$ cat config.mk
export PLATFORM = sky130hd
export DESIGN_NAME = mcema_state_mem
export DESIGN_NICKNAME = d
export VERILOG_FILES = /design/src/rtl/mcema_pkg.sv /design/src/rtl/mcema_state_mem.sv
export VERILOG_INCLUDE_DIRS = /design/src /design/src/rtl
export SDC_FILE = /design/constraint.sdc
export NUM_CORES = 1
export LEC_CHECK = 0
export BUFFER_PORTS_ARGS = -buffer_cell sky130_fd_sc_hd__buf_2
export CAP_MARGIN = 20
export CORE_ASPECT_RATIO = 1.2
export CORE_UTILIZATION = 50
export DETAILED_ROUTE_END_ITERATION = 8
export PLACE_DENSITY = 0.67
export SETUP_SLACK_MARGIN = 0.1
export SYNTH_ARGS = -nofsm -noshare
export SYNTH_HDL_FRONTEND = slang
export SYNTH_SLANG_ARGS = --single-unit
$ cat constraint.sdc
create_clock -name clk -period 2.8 [get_ports clk]
set_clock_uncertainty 0.1 [all_clocks]
set_input_delay 0.14 -clock clk [delete_from_list [all_inputs] [get_ports clk]]
set_output_delay 0.14 -clock clk [all_outputs]
set_load 0.1 [all_outputs]
$ cat src/rtl/assert_macros.svh
// Assertion helpers
`ifndef ASSERT_MACROS_SVH
`define ASSERT_MACROS_SVH

// Concurrent check on the rising edge, switched off while in reset.
`define ASSERT_AT(lbl, clk, rstn, prop, msg) \
    lbl: assert property (@(posedge clk) disable iff (!rstn) prop) else $error(msg);

// Same, with no reset qualifier.
`define ASSERT_ALWAYS(lbl, clk, prop, msg) \
    lbl: assert property (@(posedge clk) prop) else $error(msg);

`endif

$ cat src/rtl/mcema_pkg.sv
package mcema_pkg;

    localparam int SAMPLE_W  = 16;
    localparam int FACTOR_W  = 16;
    localparam int GAIN_W    = 16;
    localparam int NCH_W     = 5;
    localparam int CHAN_W    = 4;
    localparam int CFG_IDX_W = 2;

    // datapath widths
    localparam int WEIGHT_W = FACTOR_W + 1;
    localparam int P1_W     = SAMPLE_W + WEIGHT_W;
    localparam int P2_W     = SAMPLE_W + WEIGHT_W + 1;
    localparam int P3_W     = P2_W + GAIN_W + 1;
    localparam int ACC_W    = P3_W + 1;
    localparam int Q_W      = ACC_W - 24;

    localparam logic [WEIGHT_W-1:0]     ONE_Q16  = WEIGHT_W'(65536);
    localparam logic signed [ACC_W-1:0] HALF_Q24 = ACC_W'(64'sd8388608);

    localparam logic [CFG_IDX_W-1:0] REG_FACTOR = 2'd0;
    localparam logic [CFG_IDX_W-1:0] REG_GAIN   = 2'd1;
    localparam logic [CFG_IDX_W-1:0] REG_NCH    = 2'd2;

    localparam logic ACT_FILTER = 1'b0;
    localparam logic ACT_CLEAR  = 1'b1;

    typedef enum logic [1:0] {
        ST_IDLE,
        ST_READ,
        ST_MUL,
        ST_FIN
    } st_t;

    typedef struct packed {
        logic accept;
        logic mul1;
        logic mul2;
        logic fin;
    } ctrl_t;

endpackage

$ cat src/rtl/mcema_state_mem.sv
`include "assert_macros.svh"

module mcema_state_mem
    import mcema_pkg::*;
#(
    parameter int DEPTH = 16,
    parameter int AW    = 4
)
(
    input  logic                clk,
    input  logic                rst_n,
    input  logic                clear,
    input  logic                rd_en,
    input  logic [AW-1:0]       rd_addr,
    output logic [SAMPLE_W-1:0] rd_data,
    input  logic                wr_en,
    input  logic [AW-1:0]       wr_addr,
    input  logic [SAMPLE_W-1:0] wr_data
);

    logic [SAMPLE_W-1:0] store_mem [DEPTH];
    logic [SAMPLE_W-1:0] rd_data_reg;
    logic                rd_hit_reg;
    logic                rd_hit_next;
    logic [DEPTH-1:0]    valid_reg;
    logic [DEPTH-1:0]    valid_next;

    always_ff @(posedge clk)
    begin
        if (wr_en)
        begin
            store_mem[wr_addr] <= wr_data;
        end
        if (rd_en)
        begin
            rd_data_reg <= store_mem[rd_addr];
        end
    end

    // entries not written since the last clear read as zero
    always_comb
    begin
        valid_next = valid_reg;
        if (clear)
        begin
            valid_next = '0;
        end
        else if (wr_en)
        begin
            valid_next[wr_addr] = 1'b1;
        end
        rd_hit_next = ({1'b0, rd_addr} < (AW + 1)'(DEPTH)) ? valid_reg[rd_addr] : 1'b0;
    end

    always_ff @(posedge clk or negedge rst_n)
    begin
        if (!rst_n)
        begin
            valid_reg  <= '0;
            rd_hit_reg <= 1'b0;
        end
        else
        begin
            valid_reg <= valid_next;
            if (rd_en)
            begin
                rd_hit_reg <= rd_hit_next;
            end
        end
    end

    assign rd_data = rd_hit_reg ? rd_data_reg : '0;

    `ASSERT_AT(a_wr_sets_valid, clk, rst_n, wr_en && !clear |=> valid_reg[$past(wr_addr)], "written entry not marked valid")

endmodule

==> impl_metrics.env <==
export IMPL_final_area_mm2=0.01276
export IMPL_synth_largest_area_cell="edfxtp_1"
export IMPL_p_int_uw=6986
export IMPL_grt_use_met3=0.02578
export IMPL_slew_headroom=0.4919
export IMPL_power_frac_seq=0.556
export IMPL_p_leak_uw=0.004244
export IMPL_met2_usage=0.3524
export IMPL_busiest_layer="met2"
export IMPL_core_area_mm2=0.02163
export IMPL_critical_path_startpoint="rd_hit_reg"
export IMPL_fin_crit_ns=2.331
export IMPL_p_sw_uw=1773
export IMPL_ios=45
export IMPL_fillers=1535
export IMPL_drive_gt1_frac=0.3560
export IMPL_cts_setup_buffers=0
export IMPL_routed_wl_um=22200
export IMPL_syn_to_final_growth_pct=16.01
export IMPL_r2r_start="store_mem[3][7]"
export IMPL_place_area_mm2=0.01174
export IMPL_cts_buffers_inserted=27
export IMPL_cts_tree="done"
export IMPL_yosysWarnings=0
export IMPL_ys_seq_area_frac=0.7813
export IMPL_cts_resized_gates=0
export IMPL_gp_congestion=0.7378
export IMPL_crit_fanout=17
export IMPL_dr_pass1_iters=5
export IMPL_setup_worst_path_class="reg2out"
export IMPL_syn_area_per_cell_um2=23.40
export IMPL_total_power_uw=8759
export IMPL_endpoint_kind="output port"
export IMPL_required_ns=2.56
export IMPL_ff2ff_setup_slack_ns=1.09
export IMPL_grtUsageTotal=0.2103
export IMPL_hold_path_class="in2reg"
export IMPL_rsz0062_at_grt="false"
export IMPL_yosysTopAreaCellShare=0.7427
export IMPL_io_buffers=44
export IMPL_cts_hold_buf=19
export IMPL_initial_core_util=0.5085
export IMPL_grt_max_degree=68
export IMPL_cts_num_sinks=289
export IMPL_max_clock_path_buffers=3
export IMPL_diodes=0
export IMPL_synth_cells=470
export IMPL_worst_slew_pin_slew_ns=0.7597
export IMPL_synth_area_mm2=0.01100
export IMPL_hpwl_um=12620
export IMPL_final_nets=596
export IMPL_endpoint="rd_data[1]"
export IMPL_status="finished, final reports clean"
export IMPL_vias=5119
export IMPL_die_h_um=164.5
export IMPL_dp_cells=793
export IMPL_viasPerCell=5.945
export IMPL_initialDrtViolationCount=531
export IMPL_pwr_share_comb=0.054
export IMPL_cts_clk_slew_worst_paths_ns=0.06
export IMPL_ant_nets=0
export IMPL_timing_hold_violations_final=0
export IMPL_setup_violations=0
export IMPL_die_w_um=137.4
export IMPL_finalSetupTns_ns=0
export IMPL_cap_violations=0
export IMPL_reg2regPathDepth=2
export IMPL_drc=0
export IMPL_stdcell_count=861
export IMPL_overflow=0
export IMPL_synthDistinctLibCells=20
export IMPL_synth_seq_cells=289
export IMPL_crit_arrival_ns=2.09
export IMPL_synth_area_top_cells="edfxtp_1 (74%), mux4_2 (17%), dfrtp_1 (3.9%)"
export IMPL_cp_start_kind="register"
export IMPL_grt_pass1_vias=5369
export IMPL_yosysMostFrequentCell="edfxtp_1"
export IMPL_largest_reg_flops=256
export IMPL_wire_per_inst_um=25.79
export IMPL_grt_pass1_wl_um=33290
export IMPL_final_period_utilization=0.8324
export IMPL_holdWs_ns=0.07707
export IMPL_cts_root_buf="clkbuf_16"
export IMPL_p_sw_frac=0.2024
export IMPL_async_flop_share=0.05882
export IMPL_clk_latency_ns=0.53
export IMPL_die_area_mm2=0.02260
export IMPL_vdd_drop_max_uv=437.4
export IMPL_power_density_mw_per_mm2=686.5
export IMPL_synth_common_cells="edfxtp_1 (272), mux4_2 (83), nor2_1 (44), dfrtp_1 (17), and2_1 (16)"
export IMPL_antenna_found_initial=0
export IMPL_ctsHtreeMaxLevel=1
export IMPL_ys_flop_type="edfxtp_1"
export IMPL_clkPwrFrac=0.390
export IMPL_slew_viol_final=0
export IMPL_grt_met1_usage=0.2865
export IMPL_r2r_end="rd_data_reg[7]"
export IMPL_synth_nets=499
export IMPL_synth_edf_count=272
export IMPL_rows=59
export IMPL_fmax_mhz=429.1
worst min path at each step:
stage	from	endpoint	slack [ns]	depth (start not counted)
2_1_floorplan	rst_n	rd_hit_reg	-0.26	0
3_3_place_gp	rst_n	valid_reg[6]	-0.04	1
3_5_place_dp	rst_n	valid_reg[7]	-0.02	1
5_1_grt	rd_en	rd_data_reg[5]	0.08	1
4_1_cts	rd_en	rd_data_reg[9]	0.08	1
6_report	rd_en	rd_data_reg[5]	0.08	1
power by group through the flow:
stage	Combinational [µW]	Sequential, µW	Clock [µW]
floorplan	294	4950	0
global placement	445	4950	0
detailed placement	459	4960	0
CTS	481	4870	3480
global route	508	4870	3650
finish	473	4870	3420
metal layers:
layer / wire [µm] / up-vias
met3: 1203 / 49
met1: 8727 / 2729
met4: 639 / 0
li1: - / 2156
met5: 0 / -
met2: 11630 / 185
metrics by stage:
stage                     setup WS [ns]    util
after global routing             0.3983  0.5899
after detailed placement         0.6449  0.5428
after global placement           0.6500  0.5428
after floorplan                  0.5277       -
after CTS                        0.3920  0.5899
final                            0.4694  0.5899
layout by cell type (no fill, tap or decap), types with 2 or more instances in the layout:
cell and count:
clkinv_2 7, nor2_2 12, and2_1 16, nor2_1 32, clkinv_1 9, buf_12 5
nand3b_1 2, dlygate4sd3_1 19, clkbuf_1 2, nand2b_1 2, mux2i_1 3, clkinvlp_4 2
mux4_2 83, buf_2 43, bufinv_16 2, dfrtp_1 17, clkbuf_16 27, buf_4 23
edfxtp_1 272, nor3_2 4
kinds of logic (layout without fill, tap and decap cells):
kind of cell           Yosys count  count (layout)  synth area share
buffers and inverters           22             139           0.01251
muxes                           88              88            0.1761
and+or+nand+nor                 71              71           0.03003
DFF                            289             289            0.7813
area by class of cell:
class | count | area (µm²) | share of cell area
clock inverters | 20 | 143.9 | 0.01128
repair buffers | 90 | 678.2 | 0.05315
flip-flops and latches | 289 | 8593 | 0.6735
clock buffers | 29 | 683.2 | 0.05355
multi-input cells | 159 | 2317 | 0.1816
well taps | 274 | 342.8 | 0.02687
critical path, stage by stage, from the launching register on:
cell     delay (ns)
dfrtp_1        0.83
and2_1         0.28
buf_2          0.45
(Power assumes the default switching activity.)
