[config.mk]
export PLATFORM = sky130hd
export DESIGN_NAME = mcema_ctrl
export DESIGN_NICKNAME = d
export VERILOG_FILES = /design/src/rtl/mcema_pkg.sv /design/src/rtl/mcema_ctrl.sv
export VERILOG_INCLUDE_DIRS = /design/src /design/src/rtl
export SDC_FILE = /design/constraint.sdc
export NUM_CORES = 1
export LEC_CHECK = 0
export ABC_CLOCK_PERIOD_IN_PS = 3200
export BUFFER_PORTS_ARGS = -buffer_cell sky130_fd_sc_hd__buf_4
export CAP_MARGIN = 40
export CORE_AREA = 8 8 45 47
export CTS_CLUSTER_DIAMETER = 120
export DETAILED_ROUTE_END_ITERATION = 12
export DIE_AREA = 0 0 53 55
export GPL_ROUTABILITY_DRIVEN = 0
export PLACE_DENSITY = 0.44
export REMOVE_ABC_BUFFERS = 1
export SLEW_MARGIN = 20
export SYNTH_ARGS = -nofsm -noshare
export SYNTH_HDL_FRONTEND = slang
export SYNTH_SLANG_ARGS = --single-unit
[constraint.sdc]
create_clock -name clk -period 3.2 [get_ports clk]
set_clock_uncertainty 0.1 [all_clocks]
set_input_delay 0.32 -clock clk [delete_from_list [all_inputs] [get_ports clk]]
set_output_delay 0.32 -clock clk [all_outputs]
set_load 0.1 [all_outputs]
[src/rtl/assert_macros.svh]
// Assertion helpers
`ifndef ASSERT_MACROS_SVH
`define ASSERT_MACROS_SVH

// Concurrent check on the rising edge, switched off while in reset.
`define ASSERT_AT(lbl, clk, rstn, prop, msg) \
    lbl: assert property (@(posedge clk) disable iff (!rstn) prop) else $error(msg);

// Same, with no reset qualifier.
`define ASSERT_ALWAYS(lbl, clk, prop, msg) \
    lbl: assert property (@(posedge clk) prop) else $error(msg);

`endif

[src/rtl/mcema_pkg.sv]
package mcema_pkg;

    localparam int SAMPLE_W  = 16;
    localparam int FACTOR_W  = 16;
    localparam int GAIN_W    = 16;
    localparam int NCH_W     = 5;
    localparam int CHAN_W    = 4;
    localparam int CFG_IDX_W = 2;

    // datapath widths
    localparam int WEIGHT_W = FACTOR_W + 1;
    localparam int P1_W     = SAMPLE_W + WEIGHT_W;
    localparam int P2_W     = SAMPLE_W + WEIGHT_W + 1;
    localparam int P3_W     = P2_W + GAIN_W + 1;
    localparam int ACC_W    = P3_W + 1;
    localparam int Q_W      = ACC_W - 24;

    localparam logic [WEIGHT_W-1:0]     ONE_Q16  = WEIGHT_W'(65536);
    localparam logic signed [ACC_W-1:0] HALF_Q24 = ACC_W'(64'sd8388608);

    localparam logic [CFG_IDX_W-1:0] REG_FACTOR = 2'd0;
    localparam logic [CFG_IDX_W-1:0] REG_GAIN   = 2'd1;
    localparam logic [CFG_IDX_W-1:0] REG_NCH    = 2'd2;

    localparam logic ACT_FILTER = 1'b0;
    localparam logic ACT_CLEAR  = 1'b1;

    typedef enum logic [1:0] {
        ST_IDLE,
        ST_READ,
        ST_MUL,
        ST_FIN
    } st_t;

    typedef struct packed {
        logic accept;
        logic mul1;
        logic mul2;
        logic fin;
    } ctrl_t;

endpackage

[src/rtl/mcema_ctrl.sv]
`include "assert_macros.svh"

module mcema_ctrl
    import mcema_pkg::*;
(
    input  logic  clk,
    input  logic  rst_n,
    input  logic  in_valid,
    output logic  in_stall,
    input  logic  out_valid,
    input  logic  out_stall,
    output ctrl_t ctrl
);

    st_t state_reg;
    st_t state_next;

    always_comb
    begin
        state_next = state_reg;
        unique case (state_reg)
            ST_IDLE:
            begin
                if (in_valid)
                begin
                    state_next = ST_READ;
                end
            end
            ST_READ: state_next = ST_MUL;
            ST_MUL:  state_next = ST_FIN;
            ST_FIN:
            begin
                if (!out_valid || !out_stall)
                begin
                    state_next = ST_IDLE;
                end
            end
            default: state_next = ST_IDLE;
        endcase
    end

    always_comb
    begin
        in_stall    = (state_reg != ST_IDLE);
        ctrl.accept = (state_reg == ST_IDLE) && in_valid;
        ctrl.mul1   = (state_reg == ST_READ);
        ctrl.mul2   = (state_reg == ST_MUL);
        ctrl.fin    = (state_reg == ST_FIN) && (!out_valid || !out_stall);
    end

    always_ff @(posedge clk or negedge rst_n)
    begin
        if (!rst_n)
        begin
            state_reg <= ST_IDLE;
        end
        else
        begin
            state_reg <= state_next;
        end
    end

    `ASSERT_AT(a_acc_to_read, clk, rst_n, ctrl.accept |=> state_reg == ST_READ, "accepted beat did not start a read")
    `ASSERT_AT(a_fin_no_overwrite, clk, rst_n, ctrl.fin |-> !(out_valid && out_stall), "result overwrites a held beat")

endmodule

==> results of run 1 <==
path summary, 6_finish.rpt:
path | depth (start not counted) | start | slack, ps | end
setup / recovery | 4 | state_reg[1]$_DFFE_PN0P_ | 1430 | ctrl[3]
hold / removal | 3 | in_valid | 320 | state_reg[0]$_DFFE_PN0P_
setup reg to reg | 5 | state_reg[1]$_DFFE_PN0P_ | 1730 | state_reg[1]$_DFFE_PN0P_
hold reg to reg | 1 | state_reg[1]$_DFFE_PN0P_ | 490 | state_reg[1]$_DFFE_PN0P_
max in group asynchronous | 2 | rst_n | 2560 | state_reg[0]$_DFFE_PN0P_
min in group asynchronous | 2 | rst_n | 350 | state_reg[1]$_DFFE_PN0P_
layout by cell type (no fill, tap or decap):
master,Yosys,routed
buf_4,0,9
ha_1,5,5
clkbuf_4,0,3
inv_1,2,2
dfrtp_1,2,2
inv_2,1,1
a21boi_0,1,1
and2_1,1,1
nor2_1,1,1
nand3_2,1,1
o21ai_4,1,1
mux2i_1,1,1
mux2_4,1,1
dlygate4sd3_1,0,1
kinds of logic (layout without fill, tap and decap cells):
group                    Yosys count  in the layout
AND/OR/NAND/NOR                    3              3
adder cells (fa/ha/maj)            5              5
AO/OA/AOI/OAI                      2              2
multiplexers                       2              2
flip-flops                         2              2
buffers and inverters              3             16
metrics by stage:
step / cells / worst slack [ps] / util, % / hold WS [ps] / cell area, um2
after floorplan: 17 / 36.9 / - / -75.6 / 193
after global placement: 42 / 1690 / 20.3 / 2.21 / 280
after detailed placement: 42 / 1650 / 20.3 / 2.69 / 280
after CTS: 46 / 1410 / 22.6 / 310 / 313
after global routing: 46 / 1340 / 22.6 / 317 / 313
final: 46 / 1430 / 22.6 / 316 / 313
synthesized netlist by cell type, drive strengths merged:
master,count
ha,5
inv,3
dfrtp,2
a21boi,1
and2,1
mux2,1
mux2i,1
nand3,1
nor2,1
o21ai,1
critical path, stage by stage, from the launching register on:
cell and delay, ps:
dfrtp_1 410, inv_1 120, ha_1 180, and2_1 130, buf_4 280
cell type report:
cell class	instances	area, um2	share of cell area [%]
Clock buffer	3	22.5	7.20
Inverter	3	11.3	3.60
Multi-Input combinational cell	12	131	42.0
Sequential cell	2	50.0	16.0
Tap cell	16	20.0	6.40
Timing Repair Buffer	10	77.6	24.8
layer usage:
metal	up-vias	part of all wire, %	wire, um
li1	80	-	-
met1	74	41	191
met2	8	42	198
met3	0	16	77
met4	0	0	0
met5	-	0	0
==> results.md, run 1 <==
* Simple-gate share of the synthesized area at 10.4%
* Mapped Area at 193 um2
* Worst Path Max Fanout at 4
* Critical path data required time at approximately 2800 ps
* Final WL at 467 um
* First-pass GRT wire length at 765 um
* Post-synthesis mux area share at 13.0%
* CTS tree: yes
* Worst slew pin tran at 282 ps
* Worst-case clock buffer depth at 2
* Largest net degree at the start of global routing at 5
* Fill count at 150
* Status: finished clean
* Post-synthesis adder-cell area fraction at between 30% and 40%
* Share of cells above drive strength 1 at 53.3%
* Synth area leader: ha_1
* Slew Viols, Final at 0
* IO buf count at 9
* Final hold viol count at 0
* Crit path launch type: flop
* Synth Warn # at 0
* Sink Count at 2
* Combinational family with the most area after synthesis: adder cells
* 1st-pass router iterations at 1
* H-tree depth at 1
* # setup viols final at 0
* GRT Util Overall at 3.66%
* Die Ht at roughly 55 um
* Post-DRT Antenna Nets at 0
* Setup TNS at 0 ps
* Number of antenna violations at the first check in global routing at 0
* Vias in the first global route at 168
* Post-synthesis xor/xnor area fraction at 0%
* DR vias/cell at 3.52
* Met2 Use GR at 5.08%
* ANT cells at 0
* Remaining DRCs at 0
* # IOs at 10
* GRT Max-Usage Layer: met2
* Max Freq at around 560 MHz
* Die Area at 2920 um2
* Synth Area in Compound Gates at 12.3%
* Clk Latency, worst-skew pair at roughly 220 ps
* Yosys cell types at 11
* First DRT Iteration DRCs at 0
* Rows at 14
* Initial core utilization at 13.9%
* Post-synth top area share at 32.5%
* GRT met1 Usage at 3.48%
* # nets final at 42
* WL/cell at between 10 and 15 um
* Width of the die at 53 um
* Met3 GRT Util at 3.21%
* Grt ovf at 0
* Crit path DAT at 1350 ps
* Sequential fraction of the synthesis area at between 20% and 30%
* Crit share post-route at 55.3%
* Cts hold-fix bufs at 1
* CTS Buf Count at 3
* Synth-to-Final Area Change at 62.3%
* Clock root cell: clkbuf_4
* Largest cells by area after synthesis: ha_1, dfrtp_1, o21ai_4
* Kind of critical path: flop to output pin
* Element type at the critical path end: output pin
* Fin crit period at 1770 ps
* Synthesized area per cell at about 11 um2
* CTS clock-pin slew for the worst setup and hold paths at 30 ps
* Worst slew margin at 81.4%
* Worst hold path type: input port to flop
* Post CTS Setup Buffer Count at 0
* Vias post-DR at 162
* Maxcap violations at 0
* Cells after Synth at 17
* Largest register FFs at 2
* RSZ-0062 raised after global routing: false
* Core ar. at 1380 um2
* Post_cts resized at 0
* Yosys reg bits at 2
Power of run 1 is not shown: default switching activity piles up to over one toggle a cycle in this logic, so the estimate is an artifact.
==> inputs of run 2 (changes only) <==
- ABC_AREA: unset -> 1
- ABC_CLOCK_PERIOD_IN_PS: 3200 -> 1470
- PLACE_DENSITY: 0.44 -> 0.46
- clock period: 3.2 -> 1.47 ns (I/O delays scaled with it)
==> run 2 against run 1 <==
Critical path type unchanged. Sequential share of layout area down 3.7 points. Flip-flop and latch count unchanged. Setup slack worse by 1400 ps. Clock-buffer cell count unchanged. Register-to-register slack worse by 1500 ps. Critical path depth down 1. Critical endpoint is now ctrl[0]. Die area unchanged. Via count up 25%.
==> results.md, run 2 <==
* Status: finished clean
* Rows at 14
* Final hold viol count at 0
* Commonest cells after routing, fill and taps aside: buf_4, nand2_1, inv_1
* Worst hold path type: input port to async pin
* H-tree depth at 1
* Placed cell area at 289 um2
* Design area at slightly above 400 um2
* Crit-path max cell delay at 380 ps
* Critical path data required time at around 1200 ps
* Area occupied by multi-input gates at approximately 150 um2
* Buffers plus inverters on the worst setup path at 1
* Fill count at 154
* IO buf count at 9
* DR vias/cell at between 3 and 4
* Crit path launch type: flop
* CP top delay family: flip-flops
* Grt ovf at 0
* Vias post-DR at 202
* Number of antenna violations at the first check in global routing at 0
* Remaining DRCs at 0
* RSZ-0062 raised after global routing: true
* # setup viols final at 0
* First-pass GRT wire length at 779 um
* Final WL at 497 um
* CTS clock-pin slew for the worst setup and hold paths at roughly 30 ps
* Crit share post-route at 98.0%
* Synth area leader: ha_1
* Most common cell after layout, fill and taps aside: buf_4
* Setup TNS at 0 ps
* Worst slew pin tran at 279 ps
* Post-synth top area share at 31.1%
* Die Area at 2920 um2
* Post-synth top cells: inv_1, nand2_1, ha_1
* Crit-path cells: ha_2, a21boi_4, buf_12
* Dpl ws at 93.0 ps
* Worst Path Max Fanout at 3
* Share of cells above drive strength 1 at 59.5%
* Cells after Synth at 26
* Initial core utilization at 14.6%
* Sequential fraction of the synthesis area at 24.8%
* GRT Util Overall at 3.77%
* CTS Buf Count at 3
* Synthesized area per cell at about 7.7 um2
* Fin crit period at 1440 ps
* Mapped Area at 201 um2
* Reg2Reg Setup Slack at between 200 and 300 ps
* Critical-path top delay cell: dfrtp_1
* 1st-pass router iterations at 2
* Sink Count at 2
* Final WS setup at 28.8 ps
* Asr flop ratio synth at 100%
* Kind of critical path: flop to output pin
* Worst slew margin at 81.6%
* ANT cells at 0
* Crit path DAT at between 1000 and 1500 ps
* Largest cells by area after synthesis: ha_1, dfrtp_1, inv_1
* Synth Warn # at 0
* Slew Viols, Final at 0
* Clock root cell: clkbuf_4
* Yosys cell types at 8
* Largest net degree at the start of global routing at 4
* First DRT Iteration DRCs at 1
* Maxcap violations at 0
* CTS tree: yes
* Post-DRT Antenna Nets at 0
* # nets final at 54
* HPWL after DPL at 377 um
* Max Freq at 694 MHz
* Yosys reg bits at 2
* Clk Latency, worst-skew pair at 220 ps
* Width of the die at around 53 um
* Element type at the critical path end: output pin
* # IOs at 10
* Die Ht at about 55 um
* Most common cell in the netlist: inv_1
* Vias in the first global route at roughly 240
* Worst-case clock buffer depth at 2
* WL/cell at 8.57 um
* Ys flop type: dfrtp_1
* Largest register FFs at 2
* Synth-to-Final Area Change at 101%
* Core ar. at ~1400 um2
* EDFF count, synth at 0
* FF+latch area at roughly 50 um2
-- run 2: changes by cell type in the layout (fill, tap and decap cells not counted), moves of 2 or more --
cell and delta:
inv_2 +2, nand3_1 +2, buf_12 +2, inv_1 +2
nand2_2 +3, nand2_1 +5, buf_6 +2, ha_1 -2
-- run 2: cell families (layout without fill, tap and decap cells) --
kind of cell | count (synthesis) | count (layout) | synth area share [%]
buffers and inverters | 7 | 23 | 13.0
AO/OA/AOI/OAI | 1 | 1 | 3.73
flip-flops | 2 | 2 | 24.8
adder cells (fa/ha/maj) | 5 | 5 | 31.1
AND/OR/NAND/NOR | 11 | 11 | 27.3
-- run 2: what timing repair did --
item                                    CTS  global route
hold buffers                              1             0
pin swaps                                 0             1
endpoints found under the setup margin    4             4
buffers inserted                          2             1
endpoints found under the hold margin     2             0
gates cloned                              0             0
gates resized for setup                  13             5
-- run 2: path summary, 6_finish.rpt --
path	endpoint	depth (start not counted)	startpoint
max	ctrl[0]	3	state_reg[1]$_DFFE_PN0P_
min	state_reg[1]$_DFFE_PN0P_	2	rst_n
max reg2reg	state_reg[0]$_DFFE_PN0P_	7	state_reg[1]$_DFFE_PN0P_
min reg2reg	state_reg[1]$_DFFE_PN0P_	3	state_reg[1]$_DFFE_PN0P_
max in group asynchronous	state_reg[0]$_DFFE_PN0P_	2	rst_n
min in group clk	state_reg[1]$_DFFE_PN0P_	4	out_valid
-- run 2: metrics by stage --
step / utilization (%) / hold WS, ps / instances
2_1_floorplan: - / -249 / 26
3_3_place_gp: 20.9 / -169 / 51
3_5_place_dp: 20.9 / -169 / 51
4_1_cts: 27.5 / 129 / 57
5_1_grt: 29.3 / 142 / 58
6_report: 29.3 / 142 / 58
-- run 2: area by class of cell --
| class | instances | area share, % |
|---|---|---|
| clock buffer | 3 | 5.56 |
| tap | 16 | 4.94 |
| timing repair buffer | 13 | 32.7 |
| inverter | 7 | 6.48 |
| sequential | 2 | 12.3 |
| multi-input combinational | 17 | 38.0 |
-- run 2: per-layer routing --
layer  up-vias  global-route usage, %  wire, um
met3         0                   1.07        30
li1        108                      -         -
met1        90                   3.50       193
met2         4                   5.86       273
met5         -                      0         0
met4         0                   5.17         0
Power of run 2 is left out for the same reason.
